### src/rtl/hts_pkg.sv
// Shared types and constants for the heater thermostat self test unit.
package hts_pkg;

   localparam int unsigned SAMPLE_W = 10;
   localparam int unsigned SUM_W    = 17;
   localparam int unsigned COUNT_W  = 7;
   localparam int unsigned WINDOW_W = 8;
   localparam int unsigned FAULT_W  = 8;
   localparam int unsigned CSR_W    = 17;
   localparam int unsigned CSR_IDX_W = 3;

   localparam logic [COUNT_W-1:0]  SAMPLES_PER_AVERAGE = 7'd100;
   localparam logic [WINDOW_W-1:0] WINDOWS_PER_TEST    = 8'd250;
   localparam logic [FAULT_W-1:0]  FAULT_SATURATE      = 8'd255;

   // Register indexes of the configuration port.
   localparam logic [CSR_IDX_W-1:0] CSR_PROBE_LOW  = 3'd0;
   localparam logic [CSR_IDX_W-1:0] CSR_PROBE_HIGH = 3'd1;
   localparam logic [CSR_IDX_W-1:0] CSR_ON_SUM     = 3'd2;
   localparam logic [CSR_IDX_W-1:0] CSR_OFF_SUM    = 3'd3;
   localparam logic [CSR_IDX_W-1:0] CSR_FAULT_LIM  = 3'd4;

   localparam logic [SAMPLE_W-1:0] PROBE_LOW_RESET  = 10'd10;
   localparam logic [SAMPLE_W-1:0] PROBE_HIGH_RESET = 10'd1010;
   localparam logic [SUM_W-1:0]    ON_SUM_RESET     = 17'd0;
   localparam logic [SUM_W-1:0]    OFF_SUM_RESET    = 17'd102300;
   localparam logic [FAULT_W-1:0]  FAULT_LIM_RESET  = 8'd50;

   typedef struct packed {
      logic [SAMPLE_W-1:0] probe_low_limit;
      logic [SAMPLE_W-1:0] probe_high_limit;
      logic [SUM_W-1:0]    on_sum_threshold;
      logic [SUM_W-1:0]    off_sum_threshold;
      logic [FAULT_W-1:0]  fault_limit;
   } cfg_type;

   typedef struct packed {
      logic                heater_drive;
      logic                test_done;
      logic                heater_ok;
      logic [FAULT_W-1:0]  faults_seen;
   } result_type;

endpackage

### src/rtl/hts_cfg.sv
// Configuration register file for the heater thermostat self test unit.
module hts_cfg (
   input  logic                                clock,
   input  logic                                reset,
   input  logic                                csr_write_enable,
   input  logic [hts_pkg::CSR_IDX_W-1:0]       csr_index,
   input  logic [hts_pkg::CSR_W-1:0]           csr_write_data,
   output hts_pkg::cfg_type                    cfg
);

   hts_pkg::cfg_type cfg_ff;
   hts_pkg::cfg_type cfg_in;

   always_comb begin
      cfg_in = cfg_ff;
      if (csr_write_enable) begin
         unique case (csr_index)
            hts_pkg::CSR_PROBE_LOW:
               cfg_in.probe_low_limit = csr_write_data[hts_pkg::SAMPLE_W-1:0];
            hts_pkg::CSR_PROBE_HIGH:
               cfg_in.probe_high_limit = csr_write_data[hts_pkg::SAMPLE_W-1:0];
            hts_pkg::CSR_ON_SUM:
               cfg_in.on_sum_threshold = csr_write_data[hts_pkg::SUM_W-1:0];
            hts_pkg::CSR_OFF_SUM:
               cfg_in.off_sum_threshold = csr_write_data[hts_pkg::SUM_W-1:0];
            hts_pkg::CSR_FAULT_LIM:
               cfg_in.fault_limit = csr_write_data[hts_pkg::FAULT_W-1:0];
            default: begin
               // Writes to unused indexes are dropped.
               cfg_in = cfg_ff;
            end
         endcase
      end
   end

   always_ff @(posedge clock) begin
      if (reset) begin
         cfg_ff.probe_low_limit   <= hts_pkg::PROBE_LOW_RESET;
         cfg_ff.probe_high_limit  <= hts_pkg::PROBE_HIGH_RESET;
         cfg_ff.on_sum_threshold  <= hts_pkg::ON_SUM_RESET;
         cfg_ff.off_sum_threshold <= hts_pkg::OFF_SUM_RESET;
         cfg_ff.fault_limit       <= hts_pkg::FAULT_LIM_RESET;
      end else begin
         cfg_ff <= cfg_in;
      end
   end

   assign cfg = cfg_ff;

endmodule

### src/rtl/hts_core.sv
// Window sequencing, sum accumulation and hysteresis decision for one sample.
module hts_core (
   input  logic                            clock,
   input  logic                            reset,
   input  logic                            accept,
   input  logic [hts_pkg::SAMPLE_W-1:0]    sample,
   input  hts_pkg::cfg_type                cfg,
   output hts_pkg::result_type             result
);

   logic                           acc_ff, acc_in;
   logic [hts_pkg::COUNT_W-1:0]    cnt_ff, cnt_in;
   logic [hts_pkg::SUM_W-1:0]      sum_ff, sum_in;
   logic [hts_pkg::WINDOW_W-1:0]   win_ff, win_in;
   logic [hts_pkg::FAULT_W-1:0]    flt_ff, flt_in;
   logic                           heat_ff, heat_in;
   logic                           verd_ff, verd_in;

   logic [hts_pkg::SUM_W-1:0]      sum_next;
   logic [hts_pkg::COUNT_W-1:0]    cnt_next;
   logic                           probe_fault;
   logic                           window_end;
   logic                           done;
   logic [hts_pkg::FAULT_W-1:0]    faults_out;

   assign sum_next = sum_ff + {{(hts_pkg::SUM_W - hts_pkg::SAMPLE_W){1'b0}}, sample};
   assign cnt_next = cnt_ff + 1'b1;
   assign probe_fault = (sample < cfg.probe_low_limit) || (sample > cfg.probe_high_limit);

   always_comb begin
      acc_in     = acc_ff;
      cnt_in     = cnt_ff;
      sum_in     = sum_ff;
      win_in     = win_ff;
      flt_in     = flt_ff;
      heat_in    = heat_ff;
      verd_in    = verd_ff;
      window_end = 1'b0;
      done       = 1'b0;

      if (!acc_ff) begin
         if (probe_fault) begin
            if (flt_ff != hts_pkg::FAULT_SATURATE) begin
               flt_in = flt_ff + 1'b1;
            end
            window_end = 1'b1;
         end else begin
            acc_in = 1'b1;
            cnt_in = '0;
            sum_in = '0;
         end
      end else begin
         sum_in = sum_next;
         cnt_in = cnt_next;
         if (cnt_next >= hts_pkg::SAMPLES_PER_AVERAGE) begin
            // Off wins when the thresholds overlap.
            if (sum_next <= cfg.on_sum_threshold) begin
               heat_in = 1'b1;
            end
            if (sum_next >= cfg.off_sum_threshold) begin
               heat_in = 1'b0;
            end
            acc_in     = 1'b0;
            cnt_in     = '0;
            window_end = 1'b1;
         end
      end

      if (window_end) begin
         win_in = win_ff + 1'b1;
         if (win_in >= hts_pkg::WINDOWS_PER_TEST) begin
            done = 1'b1;
         end
      end

      faults_out = flt_in;

      if (done) begin
         heat_in = 1'b0;
         verd_in = (flt_in <= cfg.fault_limit);
         win_in  = '0;
         flt_in  = '0;
      end
   end

   always_ff @(posedge clock) begin
      if (reset) begin
         acc_ff  <= 1'b0;
         cnt_ff  <= '0;
         sum_ff  <= '0;
         win_ff  <= '0;
         flt_ff  <= '0;
         heat_ff <= 1'b0;
         verd_ff <= 1'b0;
      end else if (accept) begin
         acc_ff  <= acc_in;
         cnt_ff  <= cnt_in;
         sum_ff  <= sum_in;
         win_ff  <= win_in;
         flt_ff  <= flt_in;
         heat_ff <= heat_in;
         verd_ff <= verd_in;
      end
   end

   assign result.heater_drive = heat_in;
   assign result.test_done    = done;
   assign result.heater_ok    = verd_in;
   assign result.faults_seen  = faults_out;

endmodule

### src/rtl/heater_thermostat_self_test_unit.sv
// Top level of the heater thermostat self test unit.
//
//   Channel   Direction  Handshake                       Payload
//   req_      in         req_valid / req_ready           req_adc_sample
//   rsp_      out        rsp_valid / rsp_ready           heater_drive, test_done,
//                                                        heater_ok, faults_seen
//   csr_      in         csr_write_enable                csr_index, csr_write_data
//
// One transaction in per cycle unless the output side stalls; its result appears in the
// output register on the following cycle. The window state and the result register
// sit on either side of the sum add, the probe and threshold compares and the counter
// updates. A new transaction is taken while the held result is being taken in the same
// cycle; only a stalled, full output register holds off the input side.
// Reset is synchronous; it loads the configuration defaults and clears all but rsp_ff.
module heater_thermostat_self_test_unit (
   input  logic                               clock,
   input  logic                               reset,
   input  logic                               req_valid,
   output logic                               req_ready,
   input  logic [hts_pkg::SAMPLE_W-1:0]       req_adc_sample,
   output logic                               rsp_valid,
   input  logic                               rsp_ready,
   output logic                               rsp_heater_drive,
   output logic                               rsp_test_done,
   output logic                               rsp_heater_ok,
   output logic [hts_pkg::FAULT_W-1:0]        rsp_faults_seen,
   input  logic                               csr_write_enable,
   input  logic [hts_pkg::CSR_IDX_W-1:0]      csr_index,
   input  logic [hts_pkg::CSR_W-1:0]          csr_write_data
);

   hts_pkg::cfg_type    cfg;
   hts_pkg::result_type result;
   hts_pkg::result_type rsp_ff;
   logic                rsp_valid_ff, rsp_valid_in;
   logic                accept;

   assign req_ready = !rsp_valid_ff || rsp_ready;
   assign accept    = req_valid && req_ready;

   hts_cfg u_cfg (
      .clock            (clock),
      .reset            (reset),
      .csr_write_enable (csr_write_enable),
      .csr_index        (csr_index),
      .csr_write_data   (csr_write_data),
      .cfg              (cfg)
   );

   hts_core u_core (
      .clock  (clock),
      .reset  (reset),
      .accept (accept),
      .sample (req_adc_sample),
      .cfg    (cfg),
      .result (result)
   );

   always_comb begin
      rsp_valid_in = rsp_valid_ff;
      if (accept) begin
         rsp_valid_in = 1'b1;
      end else if (rsp_ready) begin
         rsp_valid_in = 1'b0;
      end
   end

   always_ff @(posedge clock) begin
      if (reset) begin
         rsp_valid_ff <= 1'b0;
      end else begin
         rsp_valid_ff <= rsp_valid_in;
      end
   end

   always_ff @(posedge clock) begin
      if (accept) begin
         rsp_ff <= result;
      end
   end

   assign rsp_valid        = rsp_valid_ff;
   assign rsp_heater_drive = rsp_ff.heater_drive;
   assign rsp_test_done    = rsp_ff.test_done;
   assign rsp_heater_ok    = rsp_ff.heater_ok;
   assign rsp_faults_seen  = rsp_ff.faults_seen;

   // Every accepted transaction leaves a result in the output register.
   a_accept_gives_result: assert property (
      @(posedge clock) disable iff (reset)
      accept |=> rsp_valid_ff
   ) else $error("accepted transaction produced no result");

   // The heater is always forced off at the end of a test.
   a_done_heater_off: assert property (
      @(posedge clock) disable iff (reset)
      (rsp_valid_ff && rsp_ff.test_done) |-> !rsp_ff.heater_drive
   ) else $error("heater left on at end of test");

   // The verdict reported with the end of a test matches the final fault count.
   a_done_verdict: assert property (
      @(posedge clock) disable iff (reset)
      (rsp_valid_ff && rsp_ff.test_done) |->
         (rsp_ff.heater_ok == (rsp_ff.faults_seen <= cfg.fault_limit))
   ) else $error("verdict does not match fault count");

endmodule

### config.mk
export PLATFORM = sky130hd
export DESIGN_NAME = heater_thermostat_self_test_unit
export DESIGN_NICKNAME = d
export VERILOG_FILES = /design/src/rtl/hts_pkg.sv /design/src/rtl/hts_cfg.sv /design/src/rtl/hts_core.sv /design/src/rtl/heater_thermostat_self_test_unit.sv
export SDC_FILE = /design/constraint.sdc
export NUM_CORES = 1
export LEC_CHECK = 0
export BUFFER_PORTS_ARGS = -buffer_cell sky130_fd_sc_hd__buf_2
export CAP_MARGIN = 20
export CORE_MARGIN = 2
export CORE_UTILIZATION = 40
export DETAILED_ROUTE_END_ITERATION = 7
export PLACE_DENSITY_LB_ADDON = 0.12
export RECOVER_POWER = 100
export SLEW_MARGIN = 20
export SYNTH_ARGS = -nofsm -noshare
export SYNTH_HDL_FRONTEND = slang
export SYNTH_SLANG_ARGS = --single-unit
### constraint.sdc
create_clock -name clock -period 3.7 [get_ports clock]
set_input_delay 0.74 -clock clock [delete_from_list [all_inputs] [get_ports clock]]
set_output_delay 0.74 -clock clock [all_outputs]
set_load 0.02 [all_outputs]
==> flow_metrics.py <==
metrics = {
    "critical_path": {
        "cp-startpoint": "req_adc_sample[3]",
        "end_kind": "flop",
        "r2r-start": "u_core.sum_ff[1]$_SDFFE_PP0P_",
        "slowest_stage": "a221o_1",
        "crit_type": "in -> reg",
        "startpoint_type": "input port",
        "crit_buf_inv": 5,
        "crit_fanout": 5,
        "crit_chain": "buf_2 -> buf_4 -> ha_1 -> nand2_1 -> inv_1 -> a211oi_2 -> buf_4 -> o311ai_4 -> buf_4 -> nand4_1 -> xnor2_2 -> ha_4 -> a21oi_2 -> nand2_1 -> a221o_1 -> a21oi_1 -> o21ai_1 -> a21o_1 -> a21oi_2",
        "worstPathArrival_ns": 3.80,
        "cp_top_family": "compound AO/OA/AOI/OAI gates",
        "critPathMaxStageDelay_ns": 0.33,
        "required_ns": 3.96,
        "critPathMostFrequentCell": "buf_4",
    },
    "synth": {
        "synth_cell_types": 71,
        "yosysSeqAreaShare_pct": 35.10,
        "netlist_top_cells_area": "dfxtp_1, ha_1, nand2_1",
        "synth_cells": 848,
        "synth_area_leader_cell": "dfxtp_1",
        "syn_area_sq_um": 6987,
        "avgSynthCellArea_sq_um": 8.239,
        "syn_nets": 959,
        "ys_ff_latch": 117,
        "ys_warn_count": 0,
        "synth_top_area_share_pct": 30.37,
        "synth_enable_flop_cells": 11,
        "synth_flop_cell": "dfxtp_1",
        "async_flop_share_pct": 0,
    },
    "route": {
        "met2_length_microns": 8491,
        "wl_met1_microns": 8889,
        "top_layer": "met4",
        "dr_wl_met3_microns": 804,
        "drt_wl_total_microns": 18370,
        "antenna_left": 0,
        "dr_total_vias": 6264,
        "drt_iter0_markers": 334,
        "wl_per_cell_microns": 15.34,
        "firstDrtPassIters": 5,
        "routed_via_density": 5.233,
        "drc": 0,
    },
    "hold_path": {
        "hold_path_class": "reg -> reg",
        "hp-start": "u_cfg.cfg[40]$_SDFFE_PP0P_",
    },
    "sta": {
        "tightest_slew_ns": 1.208,
        "period_needed_ns": 3.533,
        "worst_slack_ns": 0.1668,
        "timing.final.crit_share_pct": 95.49,
        "slew_violations": 0,
        "fmaxAchievable_ghz": 0.2830,
        "slew_headroom_pct": 19.49,
        "setup_viol": 0,
        "clock_skew_ns": 0.01444,
        "hold_viol": 0,
    },
    "clock_tree": {
        "clockBufferDepth": 2,
        "cts_root_buffer": "clkbuf_16",
        "htreeDepth": 4,
        "cts_sinks": 117,
        "worstSkewPairLatency_ns": 0.42,
        "cts_tree": "yes",
        "clk_pin_slew_ns": 0.05,
        "numCtsBuffers": 17,
    },
    "global_routing": {
        "overflow": 0,
        "grt_pass1_vias": 6103,
        "grt_max_degree": 55,
        "grt_pass1_wl_microns": 30730,
        "antenna_found_initial": 0,
        "grtUsageTotal_pct": 21.20,
    },
    "floorplan": {
        "core_sq_um": 17180,
        "fp.dieW_microns": 136.2,
        "die_y_microns": 136.2,
        "ios": 48,
        "dieArea_sq_um": 18540,
        "start_util_pct": 40.68,
        "fp-row-count": 48,
    },
    "power": {
        "swShare_pct": 24.81,
        "vdd_drop_max_mv": 0.3568,
        "internal_power_uw": 2731,
        "switchingPower_uw": 901.0,
        "power_density_nw_per_um2": 414.4,
        "report.power.total_uw": 3632,
        "seqPwrFrac_pct": 36.8,
        "p_leak_uw": 0.003722,
        "pwr-share-clk_pct": 49.9,
        "combPwrFrac_pct": 13.3,
    },
    "layout": {
        "finalNetCount": 1070,
        "diodes": 0,
        "fillers": 1707,
        "syn2layout_area_growth_pct": 25.45,
        "fin_util_pct": 51.03,
        "final_area_sq_um": 8765,
        "drive_above_1_share_pct": 18.93,
    },
    "status": {
        "status": "finished, final reports clean",
    },
    "place": {
        "pre_cts_slack_ns": -0.3857,
        "post_dp_cell_area_sq_um": 7971,
        "io_buffers": 47,
        "post-dp-hpwl_microns": 13470,
        "gp_congestion": 0.8070,
    },
    "job": {
        "maxCapViolCount": 0,
    },
}
==> placed cells by master (no fill, tap or decap), types with 10 or more instances in the layout <==
cell type and n:
a21o_1 17, a21oi_1 76, a22oi_1 11, and3_1 13, buf_2 32, buf_4 74, clkbuf_1 20, clkbuf_16 17
dfxtp_1 106, edfxtp_1 11, ha_1 73, inv_1 77, nand2_1 143, nand3_1 24, nor2_1 42, nor3_1 14
o211ai_1 23, o21ai_0 17, or3_1 10, xnor2_1 14
==> path summary, 6_finish.rpt <==
kind | endpoint | slack, ns | depth (start not counted)
min reg2reg | u_cfg.cfg[40]$_SDFFE_PP0P_ | 0.45 | 2
min | u_cfg.cfg[40]$_SDFFE_PP0P_ | 0.45 | 2
max | rsp_heater_drive$_DFFE_PP_ | 0.17 | 19
max reg2reg | rsp_heater_drive$_DFFE_PP_ | 0.31 | 17
==> cell type report <==
type / instances / area, sq um / area share, %
clock buffers: 24 / 501.7 / 5.724
well taps: 225 / 281.5 / 3.212
flip-flops and latches: 117 / 2452 / 27.98
clock inverters: 8 / 143.9 / 1.642
inverters: 78 / 295.3 / 3.369
repair buffers: 125 / 788.3 / 8.994
multi-input cells: 620 / 4302 / 49.08
==> metrics by stage <==
step	cells	TNS (ns)	hold WS (ns)
2_1_floorplan	848	0	0.4363
3_5_place_dp	1162	-1.368	0.4478
5_1_grt	1197	-0.1151	0.4748
4_1_cts	1194	0	0.4553
6_report	1197	0	0.4536
3_3_place_gp	1162	-1.218	0.4424
==> power groups by stage <==
| stage | clock (uW) | combinational, uW | sequential [uW] |
|---|---|---|---|
| 6_report | 1810 | 481 | 1340 |
| 5_1_grt | 1890 | 544 | 1340 |
| 4_1_cts | 1840 | 475 | 1340 |
| 3_5_place_dp | 0 | 471 | 1360 |
| 3_3_place_gp | 0 | 470 | 1360 |
| 2_1_floorplan | 0 | 277 | 1370 |
==> registers in the layout (all words and copies together), names as in the netlist <==
name / flops
u_core.heat_ff: 1
u_core.acc_ff: 1
rsp_test_done: 1
rsp_heater_ok: 1
u_core.win_ff: 8
u_cfg.cfg: 62
u_core.sum_ff: 17
u_core.flt_ff: 8
rsp_faults_seen: 8
u_core.verd_ff: 1
rsp_valid: 1
rsp_heater_drive: 1
u_core.cnt_ff: 7
==> what timing repair did <==
action | in CTS | in global routing
setup buffers | 0 | 3
hold buffers | 0 | 0
setup endpoints to repair | 0 | 4
resized for setup | 0 | 32
==> metal layers <==
| metal | vias up | GRT usage [%] |
|---|---|---|
| met5 | - | 0 |
| met3 | 13 | 3.654 |
| met2 | 92 | 34.53 |
| met4 | 0 | 5.903 |
| li1 | 3240 | - |
| met1 | 2919 | 28.86 |
==> worst min-delay path, stage by stage, from the launching register on <==
cell     delay, ns
dfxtp_1       0.30
nand2_1       0.05
a21oi_1       0.05
==> kinds of logic after synthesis <==
logic type                 count (synthesis)  share of synthesized area, %
and+or+nand+nor                          295                         19.52
AOI/OAI and AO/OA                        222                         21.96
xor gates and xnor gates                  23                         2.883
buffers and inverters                    111                         6.214
DFF                                      117                         35.10
adders and majority gates                 76                         13.72
muxes                                      4                        0.6089
==> cell usage after synthesis (all sizes together) (6+ instances only) <==
| library cell | count |
|---|---|
| nor2b | 8 |
| ha | 75 |
| nand3 | 25 |
| a21o | 17 |
| a311oi | 6 |
| xor2 | 6 |
| edfxtp | 11 |
| or3 | 10 |
| a22oi | 12 |
| a41oi | 7 |
| nand4 | 9 |
| dfxtp | 106 |
| and2 | 6 |
| clkbuf | 30 |
| nor2 | 45 |
| a31oi | 8 |
| a21oi | 80 |
| nor3 | 15 |
| inv | 78 |
| and3 | 14 |
| xnor2 | 17 |
| nand2 | 143 |
| o211ai | 25 |
| o21ai | 23 |
| o21a | 6 |
Note: power is estimated with default switching activity, not from simulation.
